**src/sv/tli_pkg.sv**
```systemverilog
// ----------------------------------------------------------------------------
// tli_pkg: shared types and constants of the table linear interpolator
// Word formats, item and status codes, datapath widths and the breakpoint
// values that the table holds after reset.
// ----------------------------------------------------------------------------
package tli_pkg;

   localparam int TABLE_POINTS   = 16;
   localparam int PIDX_WIDTH     = $clog2(TABLE_POINTS);
   localparam int PCNT_WIDTH     = $clog2(TABLE_POINTS + 1);
   localparam int CFG_WIDTH      = 5;
   localparam int DATA_WIDTH     = 16;
   localparam int DIFF_WIDTH     = DATA_WIDTH + 1;
   localparam int PROD_WIDTH     = 2 * DIFF_WIDTH;
   localparam int DIVIDEND_WIDTH = PROD_WIDTH;
   localparam int DIV_BITS       = 2;
   localparam int DIV_STEPS      = DIVIDEND_WIDTH / DIV_BITS;
   localparam int DIV_CNT_WIDTH  = $clog2(DIV_STEPS);
   localparam int SUM_WIDTH      = DIVIDEND_WIDTH + 2;
   localparam int PADDR_WIDTH    = 3;
   localparam int PDATA_WIDTH    = 32;

   localparam logic [CFG_WIDTH-1:0] RESET_IN_USE = 5'd14;

   // Register index, taken from the word address bit of paddr.
   localparam logic REG_POINTS_IN_USE = 1'b0;

   localparam logic [1:0] KIND_LOAD    = 2'd0;
   localparam logic [1:0] KIND_FORWARD = 2'd1;
   localparam logic [1:0] KIND_INVERSE = 2'd2;

   localparam logic [1:0] STS_OK        = 2'd0;
   localparam logic [1:0] STS_SATURATED = 2'd1;
   localparam logic [1:0] STS_FLAT      = 2'd2;
   localparam logic [1:0] STS_BAD_INDEX = 2'd3;

   typedef struct packed {
      logic [1:0]         kind;
      logic [3:0]         point_index;
      logic signed [15:0] temperature_in;
      logic signed [15:0] viscosity_in;
   } req_word_type;

   typedef struct packed {
      logic signed [15:0] value_out;
      logic [1:0]         status;
   } rsp_word_type;

   typedef struct packed {
      logic capture;
      logic search;
      logic fetch;
      logic multiply;
      logic start_div;
      logic finish;
      logic out_load;
   } ctrl_cmd_type;

   typedef struct packed {
      logic query;
      logic search_done;
      logic flat;
      logic div_done;
   } ctrl_sts_type;

   function automatic logic signed [DATA_WIDTH-1:0] reset_temperature(
      input logic [PIDX_WIDTH-1:0] idx
   );
      logic signed [DATA_WIDTH-1:0] val;
      case (idx)
         0:       val = 16'sd3840;
         1:       val = 16'sd4096;
         2:       val = 16'sd4352;
         3:       val = 16'sd4608;
         4:       val = 16'sd4864;
         5:       val = 16'sd5120;
         6:       val = 16'sd5376;
         7:       val = 16'sd5632;
         8:       val = 16'sd5888;
         9:       val = 16'sd6144;
         10:      val = 16'sd6400;
         11:      val = 16'sd6656;
         12:      val = 16'sd6912;
         13:      val = 16'sd7168;
         default: val = '0;
      endcase
      return val;
   endfunction

   function automatic logic signed [DATA_WIDTH-1:0] reset_viscosity(
      input logic [PIDX_WIDTH-1:0] idx
   );
      logic signed [DATA_WIDTH-1:0] val;
      case (idx)
         0:       val = 16'sd4669;
         1:       val = 16'sd4547;
         2:       val = 16'sd4424;
         3:       val = 16'sd4342;
         4:       val = 16'sd4219;
         5:       val = 16'sd4137;
         6:       val = 16'sd4026;
         7:       val = 16'sd3932;
         8:       val = 16'sd3842;
         9:       val = 16'sd3756;
         10:      val = 16'sd3670;
         11:      val = 16'sd3588;
         12:      val = 16'sd3510;
         13:      val = 16'sd3437;
         default: val = '0;
      endcase
      return val;
   endfunction

endpackage

```
**src/sv/table_linear_interpolator.sv**
```systemverilog
// ----------------------------------------------------------------------------
// table_linear_interpolator: piecewise linear lookup over a breakpoint table
// Usage:
// - The req channel takes a word: a point load, a forward query (viscosity
//   at a temperature) or an inverse query (temperature at a viscosity).
// - The rsp channel returns one word for every request word, in order.
// - The block works on one word at a time; req_stall is high while a word is
//   in progress. A load or an unused kind skips the search and goes straight
//   from capture to the output stage.
// - A query walks the table one entry per cycle, then steps through segment
//   fetch, multiply and divider setup, the two-bit-per-cycle divider, then
//   fix-up and output. A flat segment skips the divider and the fix-up.
// - The result sits in an output register: while rsp_stall is high the word
//   holds and the block may finish the next word, then waits for the slot.
// - Reset empties the output and restores the fourteen default breakpoints
//   and a count of 14 points in use at once.
// - The points-in-use register sits at byte address 0 of the APB port.
// ----------------------------------------------------------------------------
module table_linear_interpolator (
   input  logic                             clock,
   input  logic                             reset,
   input  logic                             req_valid,
   output logic                             req_stall,
   input  tli_pkg::req_word_type            req_word,
   output logic                             rsp_valid,
   input  logic                             rsp_stall,
   output tli_pkg::rsp_word_type            rsp_word,
   input  logic                             psel,
   input  logic                             penable,
   input  logic                             pwrite,
   input  logic [tli_pkg::PADDR_WIDTH-1:0]  paddr,
   input  logic [tli_pkg::PDATA_WIDTH-1:0]  pwdata,
   output logic [tli_pkg::PDATA_WIDTH-1:0]  prdata,
   output logic                             pready
);
   import tli_pkg::*;

   logic [CFG_WIDTH-1:0] points_in_use_ff, points_in_use_in;
   logic                 reg_hit;
   ctrl_cmd_type         cmd;
   ctrl_sts_type         sts;

   assign pready  = 1'b1;
   assign reg_hit = (paddr[2] == REG_POINTS_IN_USE);
   assign prdata  = reg_hit ? PDATA_WIDTH'(points_in_use_ff) : '0;

   always_comb begin
      points_in_use_in = points_in_use_ff;
      if (psel && penable && pwrite && reg_hit) begin
         points_in_use_in = pwdata[CFG_WIDTH-1:0];
      end
   end

   always_ff @(posedge clock) begin
      if (reset) begin
         points_in_use_ff <= RESET_IN_USE;
      end else begin
         points_in_use_ff <= points_in_use_in;
      end
   end

   tli_ctrl u_ctrl (
      .clock     (clock),
      .reset     (reset),
      .req_valid (req_valid),
      .req_stall (req_stall),
      .rsp_valid (rsp_valid),
      .rsp_stall (rsp_stall),
      .cmd       (cmd),
      .sts       (sts)
   );

   tli_dpath u_dpath (
      .clock         (clock),
      .reset         (reset),
      .req_word      (req_word),
      .points_in_use (points_in_use_ff),
      .cmd           (cmd),
      .sts           (sts),
      .rsp_word      (rsp_word)
   );

endmodule

```
**src/sv/tli_div.sv**
```systemverilog
// ----------------------------------------------------------------------------
// tli_div: iterative unsigned divider
// Restoring division that retires two quotient bits per cycle. The dividend
// shifts out at the top while quotient bits shift in at the bottom.
// ----------------------------------------------------------------------------
module tli_div (
   input  logic                                clock,
   input  logic                                reset,
   input  logic                                start,
   input  logic [tli_pkg::DIVIDEND_WIDTH-1:0]  dividend,
   input  logic [tli_pkg::DATA_WIDTH-1:0]      divisor,
   output logic                                done,
   output logic [tli_pkg::DIVIDEND_WIDTH-1:0]  quotient
);
   import tli_pkg::*;

   logic                      busy_ff, busy_in;
   logic [DIV_CNT_WIDTH-1:0]  count_ff, count_in;
   logic [DATA_WIDTH-1:0]     rem_ff, rem_in;
   logic [DIVIDEND_WIDTH-1:0] quo_ff, quo_in;

   always_comb begin
      logic [DATA_WIDTH:0] trial;
      rem_in = rem_ff;
      quo_in = quo_ff;
      for (int k = 0; k < DIV_BITS; k++) begin
         trial  = {rem_in, quo_in[DIVIDEND_WIDTH-1]};
         quo_in = {quo_in[DIVIDEND_WIDTH-2:0], 1'b0};
         if (trial >= {1'b0, divisor}) begin
            rem_in    = DATA_WIDTH'(trial - {1'b0, divisor});
            quo_in[0] = 1'b1;
         end else begin
            rem_in = trial[DATA_WIDTH-1:0];
         end
      end
   end

   assign done     = busy_ff && (count_ff == '0);
   assign quotient = quo_ff;

   always_comb begin
      busy_in  = busy_ff;
      count_in = count_ff;
      if (start) begin
         busy_in  = 1'b1;
         count_in = DIV_CNT_WIDTH'(DIV_STEPS - 1);
      end else if (busy_ff) begin
         busy_in  = (count_ff != '0);
         count_in = count_ff - 1'b1;
      end
   end

   always_ff @(posedge clock) begin
      if (reset) begin
         busy_ff <= 1'b0;
      end else begin
         busy_ff <= busy_in;
      end
   end

   always_ff @(posedge clock) begin
      count_ff <= count_in;
      if (start) begin
         rem_ff <= '0;
         quo_ff <= dividend;
      end else if (busy_ff) begin
         rem_ff <= rem_in;
         quo_ff <= quo_in;
      end
   end

endmodule

```
**src/sv/tli_dpath.sv**
```systemverilog
// ----------------------------------------------------------------------------
// tli_dpath: breakpoint table, segment search and interpolation datapath
// Holds the breakpoint memories, walks the table one entry per cycle,
// multiplies the segment differences and drives the divider and the output
// word register under command of the controller.
// ----------------------------------------------------------------------------
module tli_dpath (
   input  logic                           clock,
   input  logic                           reset,
   input  tli_pkg::req_word_type          req_word,
   input  logic [tli_pkg::CFG_WIDTH-1:0]  points_in_use,
   input  tli_pkg::ctrl_cmd_type          cmd,
   output tli_pkg::ctrl_sts_type          sts,
   output tli_pkg::rsp_word_type          rsp_word
);
   import tli_pkg::*;

   // Breakpoint memories; an entry not yet loaded reads as its reset point.
   logic [DATA_WIDTH-1:0]    temp_mem [TABLE_POINTS];
   logic [DATA_WIDTH-1:0]    visc_mem [TABLE_POINTS];
   logic [TABLE_POINTS-1:0]  valid_ff;

   logic [DATA_WIDTH-1:0]    rd_temp_ff, rd_visc_ff;
   logic                     rd_valid_ff;
   logic [PIDX_WIDTH-1:0]    rd_addr_ff;
   logic signed [DATA_WIDTH-1:0] rd_temp, rd_visc;

   logic [PIDX_WIDTH-1:0]    idx_ff, idx_in;
   logic                     dir_inv_ff;
   logic signed [DATA_WIDTH-1:0] q_ff;
   logic signed [DATA_WIDTH-1:0] a1_ff, b1_ff, a2_ff, b2_ff;
   logic signed [DIFF_WIDTH-1:0] den_ff, den_in;
   logic signed [PROD_WIDTH-1:0] prod_ff, prod_in;
   logic                     neg_ff;
   logic signed [DATA_WIDTH-1:0] res_value_ff;
   logic [1:0]               res_status_ff;
   rsp_word_type             out_word_ff;

   logic [PCNT_WIDTH-1:0]    n_eff;
   logic [PIDX_WIDTH-1:0]    last_idx, start_inv;
   logic signed [DATA_WIDTH-1:0] key, other;
   logic                     at_end, search_more;
   logic                     bad_index, mem_we;
   logic [PIDX_WIDTH-1:0]    waddr;

   logic [DIVIDEND_WIDTH-1:0] mag_n, dividend, quotient;
   logic [DIFF_WIDTH-1:0]     mag_d;
   logic                      flat, div_start, div_done;
   logic signed [SUM_WIDTH-1:0] signed_quo, sum;
   logic signed [DATA_WIDTH-1:0] fix_value;
   logic [1:0]                fix_status;

   // Effective point count, clamped to the table.
   always_comb begin
      if (32'(points_in_use) < 2) begin
         n_eff = PCNT_WIDTH'(2);
      end else if (32'(points_in_use) > TABLE_POINTS) begin
         n_eff = PCNT_WIDTH'(TABLE_POINTS);
      end else begin
         n_eff = PCNT_WIDTH'(points_in_use);
      end
      last_idx  = PIDX_WIDTH'(n_eff - PCNT_WIDTH'(1));
      start_inv = PIDX_WIDTH'(n_eff - PCNT_WIDTH'(2));
   end

   assign rd_temp = rd_valid_ff ? $signed(rd_temp_ff) : reset_temperature(rd_addr_ff);
   assign rd_visc = rd_valid_ff ? $signed(rd_visc_ff) : reset_viscosity(rd_addr_ff);

   // The search key is temperature going up, viscosity going down.
   always_comb begin
      key         = dir_inv_ff ? rd_visc : rd_temp;
      other       = dir_inv_ff ? rd_temp : rd_visc;
      at_end      = dir_inv_ff ? (idx_ff == '0) : (idx_ff == last_idx);
      search_more = !at_end && (key < q_ff);
   end

   assign bad_index = 32'(req_word.point_index) >= TABLE_POINTS;
   assign mem_we    = cmd.capture && (req_word.kind == KIND_LOAD) && !bad_index;
   assign waddr     = PIDX_WIDTH'(req_word.point_index);

   // The memory is always read at the next index, so the registered read
   // data belongs to the current index.
   always_comb begin
      idx_in = idx_ff;
      if (cmd.capture) begin
         idx_in = (req_word.kind == KIND_INVERSE) ? start_inv : PIDX_WIDTH'(1);
      end else if (cmd.search) begin
         if (search_more == dir_inv_ff) begin
            idx_in = idx_ff - 1'b1;
         end else begin
            idx_in = idx_ff + 1'b1;
         end
      end
   end

   always_comb begin
      den_in  = DIFF_WIDTH'(a2_ff) - DIFF_WIDTH'(a1_ff);
      prod_in = PROD_WIDTH'(DIFF_WIDTH'(b2_ff) - DIFF_WIDTH'(b1_ff))
              * PROD_WIDTH'(DIFF_WIDTH'(q_ff) - DIFF_WIDTH'(a1_ff));
   end

   always_comb begin
      flat      = (den_ff == '0);
      mag_n     = prod_ff[PROD_WIDTH-1] ? DIVIDEND_WIDTH'(-prod_ff)
                                        : DIVIDEND_WIDTH'(prod_ff);
      mag_d     = den_ff[DIFF_WIDTH-1] ? DIFF_WIDTH'(-den_ff) : DIFF_WIDTH'(den_ff);
      dividend  = mag_n + DIVIDEND_WIDTH'(mag_d >> 1);
      div_start = cmd.start_div && !flat;
   end

   tli_div u_div (
      .clock    (clock),
      .reset    (reset),
      .start    (div_start),
      .dividend (dividend),
      .divisor  (mag_d[DATA_WIDTH-1:0]),
      .done     (div_done),
      .quotient (quotient)
   );

   // Apply the sign, add the base point and clamp to 16 bits.
   always_comb begin
      signed_quo = neg_ff ? -$signed(SUM_WIDTH'(quotient)) : $signed(SUM_WIDTH'(quotient));
      sum        = signed_quo + SUM_WIDTH'(b1_ff);
      if (sum > SUM_WIDTH'(32767)) begin
         fix_value  = 16'sh7FFF;
         fix_status = STS_SATURATED;
      end else if (sum < SUM_WIDTH'(-32768)) begin
         fix_value  = 16'sh8000;
         fix_status = STS_SATURATED;
      end else begin
         fix_value  = sum[DATA_WIDTH-1:0];
         fix_status = STS_OK;
      end
   end

   always_comb begin
      sts.query       = (req_word.kind == KIND_FORWARD) || (req_word.kind == KIND_INVERSE);
      sts.search_done = !search_more;
      sts.flat        = flat;
      sts.div_done    = div_done;
   end

   assign rsp_word = out_word_ff;

   always_ff @(posedge clock) begin
      if (reset) begin
         valid_ff <= '0;
      end else if (mem_we) begin
         valid_ff[waddr] <= 1'b1;
      end
   end

   always_ff @(posedge clock) begin
      if (mem_we) begin
         temp_mem[waddr] <= req_word.temperature_in;
         visc_mem[waddr] <= req_word.viscosity_in;
      end
      rd_temp_ff  <= temp_mem[idx_in];
      rd_visc_ff  <= visc_mem[idx_in];
      rd_valid_ff <= valid_ff[idx_in];
      rd_addr_ff  <= idx_in;
   end

   always_ff @(posedge clock) begin
      idx_ff <= idx_in;
      if (cmd.capture) begin
         dir_inv_ff    <= (req_word.kind == KIND_INVERSE);
         q_ff          <= (req_word.kind == KIND_INVERSE) ? req_word.viscosity_in
                                                          : req_word.temperature_in;
         res_value_ff  <= '0;
         res_status_ff <= ((req_word.kind == KIND_LOAD) && bad_index) ? STS_BAD_INDEX
                                                                      : STS_OK;
      end
      if (cmd.search && !search_more) begin
         a2_ff <= key;
         b2_ff <= other;
      end
      if (cmd.fetch) begin
         a1_ff <= key;
         b1_ff <= other;
      end
      if (cmd.multiply) begin
         den_ff  <= den_in;
         prod_ff <= prod_in;
      end
      if (cmd.start_div) begin
         neg_ff <= prod_ff[PROD_WIDTH-1] != den_ff[DIFF_WIDTH-1];
         if (flat) begin
            res_value_ff  <= '0;
            res_status_ff <= STS_FLAT;
         end
      end
      if (cmd.finish) begin
         res_value_ff  <= fix_value;
         res_status_ff <= fix_status;
      end
      if (cmd.out_load) begin
         out_word_ff.value_out <= res_value_ff;
         out_word_ff.status    <= res_status_ff;
      end
   end

endmodule

```
**src/sv/tli_ctrl.sv**
```systemverilog
// ----------------------------------------------------------------------------
// tli_ctrl: sequencing state machine of the table linear interpolator
// Takes one word at a time, steps the datapath through search, fetch,
// multiply, divide and fix-up, and owns both channel handshakes.
// ----------------------------------------------------------------------------
module tli_ctrl (
   input  logic                   clock,
   input  logic                   reset,
   input  logic                   req_valid,
   output logic                   req_stall,
   output logic                   rsp_valid,
   input  logic                   rsp_stall,
   output tli_pkg::ctrl_cmd_type  cmd,
   input  tli_pkg::ctrl_sts_type  sts
);
   import tli_pkg::*;

   localparam logic [2:0] S_IDLE   = 3'd0;
   localparam logic [2:0] S_SEARCH = 3'd1;
   localparam logic [2:0] S_FETCH  = 3'd2;
   localparam logic [2:0] S_MULT   = 3'd3;
   localparam logic [2:0] S_PREP   = 3'd4;
   localparam logic [2:0] S_DIV    = 3'd5;
   localparam logic [2:0] S_FIX    = 3'd6;
   localparam logic [2:0] S_DONE   = 3'd7;

   logic [2:0] state_ff, state_in;
   logic       rsp_valid_ff, rsp_valid_in;
   logic       out_free;

   assign out_free  = !rsp_valid_ff || !rsp_stall;
   assign req_stall = (state_ff != S_IDLE);
   assign rsp_valid = rsp_valid_ff;

   always_comb begin
      cmd      = '0;
      state_in = state_ff;
      case (state_ff)
         S_IDLE: begin
            if (req_valid) begin
               cmd.capture = 1'b1;
               state_in    = sts.query ? S_SEARCH : S_DONE;
            end
         end
         S_SEARCH: begin
            cmd.search = 1'b1;
            if (sts.search_done) begin
               state_in = S_FETCH;
            end
         end
         S_FETCH: begin
            cmd.fetch = 1'b1;
            state_in  = S_MULT;
         end
         S_MULT: begin
            cmd.multiply = 1'b1;
            state_in     = S_PREP;
         end
         S_PREP: begin
            cmd.start_div = 1'b1;
            state_in      = sts.flat ? S_DONE : S_DIV;
         end
         S_DIV: begin
            if (sts.div_done) begin
               state_in = S_FIX;
            end
         end
         S_FIX: begin
            cmd.finish = 1'b1;
            state_in   = S_DONE;
         end
         S_DONE: begin
            if (out_free) begin
               cmd.out_load = 1'b1;
               state_in     = S_IDLE;
            end
         end
         default: begin
            state_in = S_IDLE;
         end
      endcase
   end

   always_comb begin
      if (cmd.out_load) begin
         rsp_valid_in = 1'b1;
      end else begin
         rsp_valid_in = rsp_valid_ff && rsp_stall;
      end
   end

   always_ff @(posedge clock) begin
      if (reset) begin
         state_ff     <= S_IDLE;
         rsp_valid_ff <= 1'b0;
      end else begin
         state_ff     <= state_in;
         rsp_valid_ff <= rsp_valid_in;
      end
   end

endmodule

```
**config.mk**
```make
export PLATFORM = sky130hd
export DESIGN_NAME = table_linear_interpolator
export DESIGN_NICKNAME = d
export VERILOG_FILES = /design/src/sv/tli_pkg.sv /design/src/sv/table_linear_interpolator.sv /design/src/sv/tli_div.sv /design/src/sv/tli_dpath.sv /design/src/sv/tli_ctrl.sv
export SDC_FILE = /design/constraint.sdc
export NUM_CORES = 2
export LEC_CHECK = 0
export BUFFER_PORTS_ARGS = -buffer_cell sky130_fd_sc_hd__buf_2
export CAP_MARGIN = 20
export CORE_MARGIN = 4
export CORE_UTILIZATION = 50
export CTS_CLUSTER_SIZE = 16
export DETAILED_ROUTE_END_ITERATION = 10
export HOLD_SLACK_MARGIN = 0.03
export PLACE_DENSITY = 0.74
export SLEW_MARGIN = 20
export SYNTH_ARGS = -nofsm -noshare
export SYNTH_HDL_FRONTEND = slang
export SYNTH_SLANG_ARGS = --single-unit
```
**constraint.sdc**
```tcl
create_clock -name clock -period 12 [get_ports clock]
set_clock_uncertainty 0.2 [all_clocks]
set_input_delay 1.2 -clock clock [delete_from_list [all_inputs] [get_ports clock]]
set_output_delay 1.2 -clock clock [all_outputs]
set_load 0.02 [all_outputs]
```
== After elaboration in Yosys (flattened, before gate mapping) ==
Memories as Yosys holds them, arrays and structs flattened. A register that Yosys moved wholly into a read port is not among the register bits.
Cells that the tools add are included.
Cells by class
  add/subtract/negate cells: 15
  $mul: 1
  magnitude comparators: 10
  eq/ne operators: 16
  mux-type cells: 59
  bitwise logic cells: 2
  reduce and logical (&&, ||, !) cells: 26
Operators by type and width (count)
  two-way mux 16 bit: 13
  two-way mux 34 bit: 3
  subtractor 16 x 16 -> 17 bit: 3
  adder 36 x 16 -> 36 bit: 1
  greater-than comparator 36 x 16 -> 1 bit, second input constant: 1
  less-than comparator 36 x 16 -> 1 bit, second input constant: 1
  two-way mux 36 bit: 1
  negator 34 -> 36 bit: 1
  adder 34 x 16 -> 34 bit: 1
  >= comparator 17 x 16 -> 1 bit: 2
  multiplier 34 x 34 -> 34 bit: 1
  negator 34 bit: 1
  subtractor 16 bit: 2
  two-way mux 4 bit: 6
  case mux 3 bit (8 select lines): 1
  two-way mux 1 bit: 20
  logical NOT 17 bit: 1
  two-way mux 17 bit: 1
  negator 17 bit: 1
  less-than comparator 16 bit: 1
  bitwise OR 16 bit: 1
  two-way mux 3 bit: 5
  == test 3 bit, second input constant: 4
  two-way mux 2 bit: 6
  32 further kinds: 51
Storage, ports and cells
  bits in registers: 255
  bits in writable memories: 512
  memory bits (read-only): 288
  bits of input ports: 80
  output and inout port bits: 53
  logic and storage cells: 156
  memories: 4
Memory list
  u_dpath.temp_mem: words 16, width 16, rd ports 1, clocked after Yosys merged registers in 1, wr ports 1, RTL line tli_dpath.sv:19  | logic [DATA_WIDTH-1:0] temp_mem [TABLE_POINTS];
  u_dpath.visc_mem: words 16, width 16, rd ports 1, clocked after Yosys merged registers in 1, wr ports 1, RTL line tli_dpath.sv:20  | logic [DATA_WIDTH-1:0] visc_mem [TABLE_POINTS];
  (name not given): words 16, width 13, rd ports 1, clocked after Yosys merged registers in 1, wr ports 0, RTL line tli_pkg.sv:94  | case (idx)
  (name not given): words 16, width 5, rd ports 1, clocked after Yosys merged registers in 1, wr ports 0, RTL line tli_pkg.sv:70  | case (idx)

== Depth between registers and ports, before layout ==
  depth in word-level cells: 14
  mapped depth: 39
  mapped depth without buffers: 38

== Cells and area by module ==
From an unflattened synthesis, not the netlist that was laid out.
Unflattened totals
  cell total of the unflattened synthesis: 4817
  area total of the unflattened synthesis: 51618.3 µm²
By module, submodules not included
  tli_dpath: instances 1, cells an instance 4277, area each 46539.6 µm², seq. area each 21670.8 µm²
  tli_div: instances 1, cells an instance 441, area each 4304.1 µm², seq. area each 1461.4 µm²
  table_linear_interpolator: instances 1, cells an instance 58, area each 484.2 µm², seq. area each 100.1 µm²
  tli_ctrl: instances 1, cells an instance 41, area each 290.3 µm², seq. area each 80.1 µm²

== Worst setup path before layout ==
No wires, ideal clock.
  path type: reg-to-reg
  start point: register u_dpath.a1_ff[0]
  end point: register u_dpath.prod_ff[30] (data pin)
  library setup time: 0.260 ns
  arrival: 9.073 ns
  required time: 11.540 ns
  slack: 2.467 ns
  stages on the path, launching flop included: 32
  buffers on the path: 1
  period minus slack after synthesis: 9.533 ns
  path through: edfxtp_1 > ha_1 > fa_1 > nor2b_1 > o21ai_0 > a21boi_0 > o21ai_0 > a21o_1 > a21oi_1 > o31ai_1 > a2111oi_0 > o21ai_0 > a41oi_1 > clkbuf_1 > nor2_1 > fa_1 > fa_1 > fa_1 > fa_1 > fa_1 > inv_1 > fa_1 > inv_1 > ha_1 > or3_1 > or3_1 > a2111oi_0 > nor3_1 > a2111oi_0 > o21bai_1 > a21o_1 > xor2_1
On the way
  longest elaborated chain between the ends: 2
RTL lines
  start, declared: RTL line tli_dpath.sv:31  | logic signed [DATA_WIDTH-1:0] a1_ff, b1_ff, a2_ff, b2_ff;
  start signal, assigned: RTL line tli_dpath.sv:180  | a1_ff <= key;
  subtractor 16 x 16 -> 17 bit: RTL line tli_dpath.sv:99  | * PROD_WIDTH'(DIFF_WIDTH'(q_ff) - DIFF_WIDTH'(a1_ff));
  multiplier 34 x 34 -> 34 bit: RTL line tli_dpath.sv:99
  net u_dpath.prod_in[30]: RTL line tli_dpath.sv:33  | logic signed [PROD_WIDTH-1:0] prod_ff, prod_in;
  end signal, assigned: RTL line tli_dpath.sv:185  | prod_ff <= prod_in;
  end, declared: RTL line tli_dpath.sv:33
The timed path passes the listed nets, and every way through them passes these cells.
A chain may end at the register's enable or synchronous reset.

== Final worst setup path ==
Ends and elaborated chain as after synthesis.

==> flow_summary.json <==
{
  "grt_overflow": 0,
  "die_w_um": 329,
  "finalCritPeriodShare": 0.901,
  "area_growth_pct": 9.24,
  "via_per_inst": 5.71,
  "grt_pass1_vias": 36104,
  "max_slew.worst_pin.slew_ns": 1.17,
  "design_area_um2": 56400,
  "preCtsSetupSlack_ns": 1.25,
  "end_kind": "register",
  "syn_area_per_cell_um2": 10.4,
  "grt_max_degree": 148,
  "clkLatencyLatePin_ns": 0.68,
  "min_period_ns": 10.81,
  "slew_viol_final": 0,
  "drive_gt1_frac": 0.0785,
  "ys_seq_elements": 816,
  "status": "finished clean",
  "clock-sinks": 816,
  "cts_hold_buf": 0,
  "finalSetupTns_ns": 0,
  "relSlewSlack": 0.217,
  "synthCells": 4984,
  "tritoncts": "done",
  "critPathLaunchType": "register",
  "dr.pass1.iters": 6,
  "dpl.hpwl_um": 87200,
  "start_util": 0.506,
  "finalHoldViolations": 0,
  "clk_pin_slew_ns": 0.06,
  "max_freq_ghz": 0.0925,
  "placed_area_um2": 53600,
  "place_congestion": 0.936,
  "grt_usage": 0.235,
  "cts.htree.levels": 3,
  "clock_path_buffers": 3,
  "synthDistinctLibCells": 93,
  "synth-seq-area-share": 0.451,
  "root_buffer": "clkbuf_16",
  "final_cell_mix": "nand2_1 (871), edfxtp_1 (697), inv_1 (470)",
  "drc": 0,
  "n_fill_cell": 8599,
  "cp_slowest_stage_delay_ns": 0.84,
  "cp.required_ns": 12.19,
  "path_common_cell": "fa_1",
  "fin_ws_ns": 1.19,
  "vias": 36781,
  "worstPathArrival_ns": 11.00,
  "drt-total-wl_um": 129000,
  "path_max_fanout": 18,
  "core_um2": 102000,
  "grt_pass1_wl_um": 200000,
  "slowest_stage": "a2111oi_0",
  "io_pins": 133,
  "drv_cap": 0,
  "synth_enable_flop_cells": 697,
  "hold_path.class": "register to register",
  "synthArstFlopShare": 0,
  "wl_per_cell_um": 20.0,
  "post-cts-setup-buffers": 0,
  "setup-violations-final": 0,
  "die-area_um2": 109000,
  "ant_nets": 0,
  "drtIter0Drc": 3328,
  "synth_area_um2": 51700,
  "die_h_um": 329,
  "fin_nets": 5631,
  "antenna_found_initial": 9,
  "mostFrequentLayoutCell": "nand2_1",
  "cts_resized": 0,
  "final_util": 0.552,
  "synth_ff_type": "edfxtp_1",
  "io_buffers": 75,
  "cts_buffers": 82,
  "yosys_warnings": 0,
  "rsz0062_at_grt": "no",
  "crit_type": "register to register",
  "num_rows": 117
}
==> cell families (layout without fill, tap and decap cells) <==
kind of cell,count (synthesis),in the layout,synth area share
compound gates,794,794,0.103
buf+inv,722,780,0.0549
xor+xnor,245,245,0.0418
mux,61,61,0.0142
other cells,2,33,0.000145
flops,816,816,0.451
fa+ha+maj,553,553,0.178
simple gates,1791,1791,0.157
==> state kept, by name, indices dropped and copies added, names as in the netlist, 17 cells and up, named ones only <==
name / flops
u_dpath.prod_ff: 34
u_dpath.temp_mem: 256
u_dpath.visc_mem: 256
u_dpath.rsp_word: 18
u_dpath.den_ff: 17
u_dpath.u_div.quotient: 34
==> layer usage <==
| metal | part of all wire | up-vias | global-route usage |
|---|---|---|---|
| met5 | 0.00026 | - | 0 |
| met4 | 0.042 | 6 | 0.0946 |
| met3 | 0.070 | 285 | 0.0373 |
| met2 | 0.49 | 1300 | 0.407 |
| met1 | 0.40 | 17952 | 0.296 |
| li1 | - | 17238 | - |
==> final timing paths <==
kind,start,to,slack (ns),cells past startpoint
max,u_dpath.a1_ff[0]$_DFFE_PP_,u_dpath.prod_ff[30]$_DFFE_PP_,1.19,31
min,u_dpath.res_value_ff[7]$_DFF_P_,u_dpath.rsp_word[9]$_DFFE_PP_,0.23,0
max reg2reg,u_dpath.a1_ff[0]$_DFFE_PP_,u_dpath.prod_ff[30]$_DFFE_PP_,1.19,31
min reg2reg,u_dpath.res_value_ff[7]$_DFF_P_,u_dpath.rsp_word[9]$_DFFE_PP_,0.23,0
==> stage by stage <==
step | std cells | hold slack [ns]
2_1_floorplan | 5010 | 0.208
6_report | 6441 | 0.232
4_1_cts | 6435 | 0.225
3_5_place_dp | 6281 | 0.215
3_3_place_gp | 6281 | 0.215
5_1_grt | 6437 | 0.231
==> critical path, delay by kind of cell (launching register included) <==
family / cells / cell delay [ns]
AO/OA/AOI/OAI: 13 / 4.35
XOR/XNOR: 1 / 0.13
adder cells (fa/ha/maj): 9 / 4.08
buffers and inverters: 3 / 0.38
flip-flops: 1 / 0.40
AND/OR/NAND/NOR: 5 / 1.06
==> area by class of cell <==
class	instances	area [µm²]	area share
Clock inverter	45	573	0.0102
Sequential cell	816	23300	0.413
Timing Repair Buffer	151	978	0.0173
Clock buffer	109	2250	0.0399
Tap cell	1368	1710	0.0303
Antenna cell	5	12.5	0.000222
Inverter	475	1800	0.0318
Multi-Input combinational cell	3472	25800	0.457
==> synth_stat cells, types with 13 or more instances <==
master	instances	area [µm²]
nand2_1	871	3270
edfxtp_1	697	20900
inv_1	471	1770
nor2_1	331	1240
fa_1	304	6090
ha_1	249	3120
clkbuf_1	199	747
a21oi_1	192	961
xnor2_1	182	1590
nand3_1	174	871
o21ai_0	167	836
dfxtp_1	119	2380
a311oi_1	102	893
and3_1	81	507
xor2_1	62	543
nand2b_1	57	357
nor2b_1	52	325
a31oi_1	50	313
nor3_1	48	240
a21o_1	46	345
mux2_2	37	417
o31ai_1	35	263
buf_4	28	210
nand4_1	27	169
or3_1	27	169
and2_1	26	163
o21a_1	23	173
a211oi_1	22	165
or2_2	22	138
mux2i_1	18	180
a221o_1	15	150
o21bai_1	15	113
or4_1	15	113
a21boi_0	13	97.6
o211ai_1	13	97.6
o41ai_1	13	114
Power is not shown: default switching activity piles up to over one toggle a cycle in this logic, so the estimate is an artifact.
